**config.mk**
```make
export PLATFORM = sky130hd
export DESIGN_NAME = lge_cell_unit
export DESIGN_NICKNAME = d
export VERILOG_FILES = /design/src/sv/lge_pkg.sv /design/src/sv/lge_cell_unit.sv
export SDC_FILE = /design/constraint.sdc
export NUM_CORES = 1
export LEC_CHECK = 0
export BUFFER_PORTS_ARGS = -buffer_cell sky130_fd_sc_hd__buf_2
export CORE_AREA = 2 2 39 41
export DETAILED_ROUTE_END_ITERATION = 8
export DIE_AREA = 0 0 41 43
export SLEW_MARGIN = 20
export SYNTH_ARGS = -nofsm -noshare
export SYNTH_HDL_FRONTEND = slang
export SYNTH_SLANG_ARGS = --single-unit
```
**constraint.sdc**
```tcl
create_clock -name vclk -period 4.1
set_clock_uncertainty 0.1 [all_clocks]
set_input_delay 0.205 -clock vclk [all_inputs]
set_output_delay 0.205 -clock vclk [all_outputs]
set_load 0.01 [all_outputs]
```
**src/sv/lge_pkg.sv**
```systemverilog
// Shared types and constants for the life generation engine.
// No dependencies.
package lge_pkg;

  // Item action codes; code 3 is unused and yields an empty result
  localparam logic [1:0] ACT_WRITE   = 2'd0;
  localparam logic [1:0] ACT_ADVANCE = 2'd1;
  localparam logic [1:0] ACT_READ    = 2'd2;

  // B3/S23 rule
  localparam int unsigned NBR_W = 4;
  localparam logic [NBR_W-1:0] SURVIVE_COUNT = 4'd2;
  localparam logic [NBR_W-1:0] BIRTH_COUNT   = 4'd3;

  // One cell and its eight neighbours, as handed to the rule unit
  typedef struct packed {
    logic       alive;
    logic [7:0] nbrs;
  } nbhd_t;

endpackage

```
**src/sv/lge_cell_unit.sv**
```systemverilog
// Shared rule unit: counts the eight neighbours and applies B3/S23.
// Depends on lge_pkg.
module lge_cell_unit (
  input  lge_pkg::nbhd_t nbhd_i,
  output logic           next_alive_o
);

  logic [lge_pkg::NBR_W-1:0] count;

  always_comb begin
    count = '0;
    for (int i = 0; i < 8; i++) begin
      count = count + lge_pkg::NBR_W'(nbhd_i.nbrs[i]);
    end
  end

  assign next_alive_o = (count == lge_pkg::BIRTH_COUNT) ||
                        (nbhd_i.alive && (count == lge_pkg::SURVIVE_COUNT));

endmodule

```
# == Word level (Yosys, flattened, before mapping) ==
# Index checks and enable logic that the tools add are counted.
# op_classes
n_addsub,7
n_eq_ne,2
reduce_logical,2
# ops
cell,count
adder 4 x 1 -> 4 bit,4
== test 4 x 2 -> 1 bit (second input constant),2
adder 3 x 1 -> 4 bit,1
adder 2 x 1 -> 3 bit,1
adder 1 x 1 -> 2 bit,1
logical AND 1 bit,1
logical OR 1 bit,1
# totals
ff_bits,0
out_inout_bits,1

# == Depth between registers and ports, before layout ==
# logic_depth
word_depth,10
mapped_depth,9
ltp_nobuf,9

# == Worst setup path before layout ==
# Ideal clock, no wire load.
# synth_timing
kind,input to output
startpoint,input port nbhd_i[0] (netlist bit)
endpoint,output port next_alive_o
t_arrival_ns,2.741
setup_slack_ns,1.054
stages,9
n_path_buf,0
path_cell_list,inv_1 -> fa_1 -> fa_1 -> fa_1 -> inv_1 -> ha_1 -> fa_1 -> or2_0 -> a21oi_1
# synth_between
elab_chain_cells,10
elab_cells_between_ends,11
classes_between,7 x add/sub; 2 x eq/ne; 2 x reduce/logical
# synth_rtl
element,line_no,text
from (decl),lge_cell_unit.sv:4,"input lge_pkg::nbhd_t nbhd_i,"
adder 1 x 1 -> 2 bit (*),lge_cell_unit.sv:13,count = count + lge_pkg::NBR_W'(nbhd_i.nbrs[i]);
adder 2 x 1 -> 3 bit (*),lge_cell_unit.sv:13,
adder 3 x 1 -> 4 bit (*),lge_cell_unit.sv:13,
adder 4 x 1 -> 4 bit (*) (4 in series),lge_cell_unit.sv:13,
== test 4 x 2 -> 1 bit,lge_cell_unit.sv:18,(nbhd_i.alive && (count == lge_pkg::SURVIVE_COUNT));
logical AND 1 bit,lge_cell_unit.sv:18,
logical OR 1 bit (*),lge_cell_unit.sv:17,assign next_alive_o = (count == lge_pkg::BIRTH_COUNT) ||
to (decl),lge_cell_unit.sv:5,output logic next_alive_o
# Every way passes the cells marked *; elsewhere a longest branch is shown, timed or not.

# == Worst setup path after layout ==
# Same ends and word-level chain as after synthesis.

==> summary.md <==
| Metric | Value |
|---|---|
| Worst EP required | 3800 ps |
| Pwr Density | 189 nW/um^2 |
| Sw power | 0.0252 mW |
| Routability cong. | 0.475 |
| Drt pass-1 iters | 1 |
| F_max | 308 MHz |
| Detailed-route wire length | 258 um |
| Max VDD drop | 27.2 uV |
| Startpoint types | primary input |
| Final #Nets | 51 |
| Die Area | 1760 sq um |
| Row cnt | 14 |
| Area delta synth->final | 37.8% |
| Hold slack | 705 ps |
| Multi-input gate area | 144 sq um |
| RSZ-0062 raised after global routing | false |
| Via count | 160 |
| Final min period | 3250 ps |
| Pin count of the biggest net entering global routing | 3 |
| Slew @ Worst Pin | 158 ps |
| Flop pwr share | 0% |
| Fin. max-slew vios | 0 |
| Seq_cells | 0 |
| Worst hold path stage count | 4 |
| ANT cells | 0 |
| DRC viols | 0 |
| Crit-path slowest cell | fa_1 |
| Core box area | 1380 sq um |
| Fin area | 255 sq um |
| Synthesized net count | 39 |
| Synth Area per Inst | 8.05 sq um |
| Post-Syn Instances | 23 |
| Reg area | 0 sq um |
| Top Ports | 10 |
| Initial drt markers | 0 |
| Total GRT Usage | 2.70% |
| Worst hold start | nbhd_i[8] |
| Synth cell types | 7 |
| Hold WC Path Type | primary input to output pin |
| Vias in the first global route | 132 |
| CP peak stage delay | 550 ps |
| Final worst path period share | 79.2% |
| Placed cell area | 255 sq um |
| Final TNS setup | 0 ps |
| CP max FO | 2 |
| Critical path capture point type | output pin |
| Synth warn | 0 |
| Avg Vias per Cell | 3.27 |
| Initial antenna violation count | 0 |
| Layout cell share with drive strength beyond 1 | 30.3% |
| Grt ovf | 0 |
| Max transition margin | 89.4% |
| Hold worst-path end | next_alive_o |
| Hold_buf cts | 0 |
| Cell area after synthesis | 185 sq um |
| Final Hold Fails | 0 |
| Int Power | 0.0232 mW |
| Routed length per instance | 5.27 um |
| Sequential cell area fraction in the yosys report | 0% |
| Top-area cell type share of the netlist area | 43.2% |
| Die Height | 43 um |
| Routed Antenna Nets | 0 |
| Filler Cells Inserted | 163 |
| Die W | 41 um |
| Clock buffers | 0 |
| Static Leak | 0.158 nW |
| Synth area leader | fa_1 |
| Most frequent CP cell | fa_1 |
| Number of buffers added on ports | 10 |
| Starting density of the core | 13.4% |
| Resized cells post-CTS | 0 |
| Layout Utilization | 18.4% |
| Synth top area cells | fa_1, inv_1, ha_1 |
| Max-cap viol count | 0 |
| Final setup violation count | 0 |
| Combinational Power Share | 100.0% |
| Crit path DAT | 2940 ps |
| Clk network pwr share | 0% |
| Net Sw Frac | 52.0% |
| Outcome | finished, final reports clean |
| Total power | 0.0484 mW |
| Post-CTS Setup Bufs | 0 |
| Critical-path cell list | buf_2 > inv_1 > fa_1 > fa_1 > fa_1 > inv_1 > ha_1 > fa_1 > or2_0 > a21oi_1 > buf_2 |
| Critical path type | primary input to output pin |
| First-pass GRT wire length | 365 um |
==> worst max-delay path by stage <==
stage	start	endpoint	slack, ps	depth (start not counted)
floorplan	nbhd_i[0]	next_alive_o	1050	9
global placement	nbhd_i[0]	next_alive_o	850	11
detailed placement	nbhd_i[0]	next_alive_o	840	11
CTS	nbhd_i[0]	next_alive_o	830	11
global route	nbhd_i[0]	next_alive_o	730	11
finish	nbhd_i[0]	next_alive_o	850	11
==> power by group through the flow <==
stage / Clock (mW) / Combinational, mW / Sequential [mW]
floorplan: 0 / 0.0346 / 0
global placement: 0 / 0.0480 / 0
detailed placement: 0 / 0.0495 / 0
CTS: 0 / 0.0498 / 0
global route: 0 / 0.0578 / 0
finish: 0 / 0.0484 / 0
==> cell usage after synthesis (all sizes together) <==
cell / instances
or2: 1
a21oi: 2
o21ai: 1
ha: 3
fa: 4
nand3: 1
inv: 11
==> metal layers <==
metal | vias up | track usage [%] | routed length [um] | part of all wire (%)
met5 | - | 0 | 0 | 0
met2 | 5 | 6.56 | 130 | 50
li1 | 85 | - | - | -
met3 | 0 | 0 | 25 | 9.7
met4 | 0 | 0 | 0 | 0
met1 | 70 | 1.91 | 102 | 40
==> area by class of cell <==
type	count	area share, %
multi-input cells	12	56.4
repair buffers	10	19.6
inverters	11	16.2
well taps	16	7.84
==> metrics by stage <==
step | setup slack [ps] | instances
2_1_floorplan | 1050 | 23
3_3_place_gp | 852 | 49
3_5_place_dp | 840 | 49
4_1_cts | 832 | 49
5_1_grt | 728 | 49
6_report | 854 | 49
==> cells by family (layout without fill, tap and decap cells) <==
| group | Yosys count | after routing | share of synthesized area (%) |
|---|---|---|---|
| compound gates | 3 | 3 | 8.11 |
| fa+ha+maj | 7 | 7 | 63.5 |
| simple gates | 2 | 2 | 6.08 |
| buf+inv | 11 | 21 | 22.3 |
==> worst max-delay path, delay by kind of cell <==
family / cells / cell delay (ps)
compound gates: 1 / 140
fa+ha+maj: 5 / 2090
simple gates: 1 / 210
buf+inv: 4 / 290
==> placed cells by master (no fill, tap or decap) <==
| cell | n |
|---|---|
| inv_1 | 11 |
| buf_2 | 10 |
| fa_1 | 4 |
| ha_1 | 3 |
| a21oi_1 | 2 |
| nand3_1 | 1 |
| or2_0 | 1 |
| o21ai_0 | 1 |
Power figures use the tool's default switching activity.
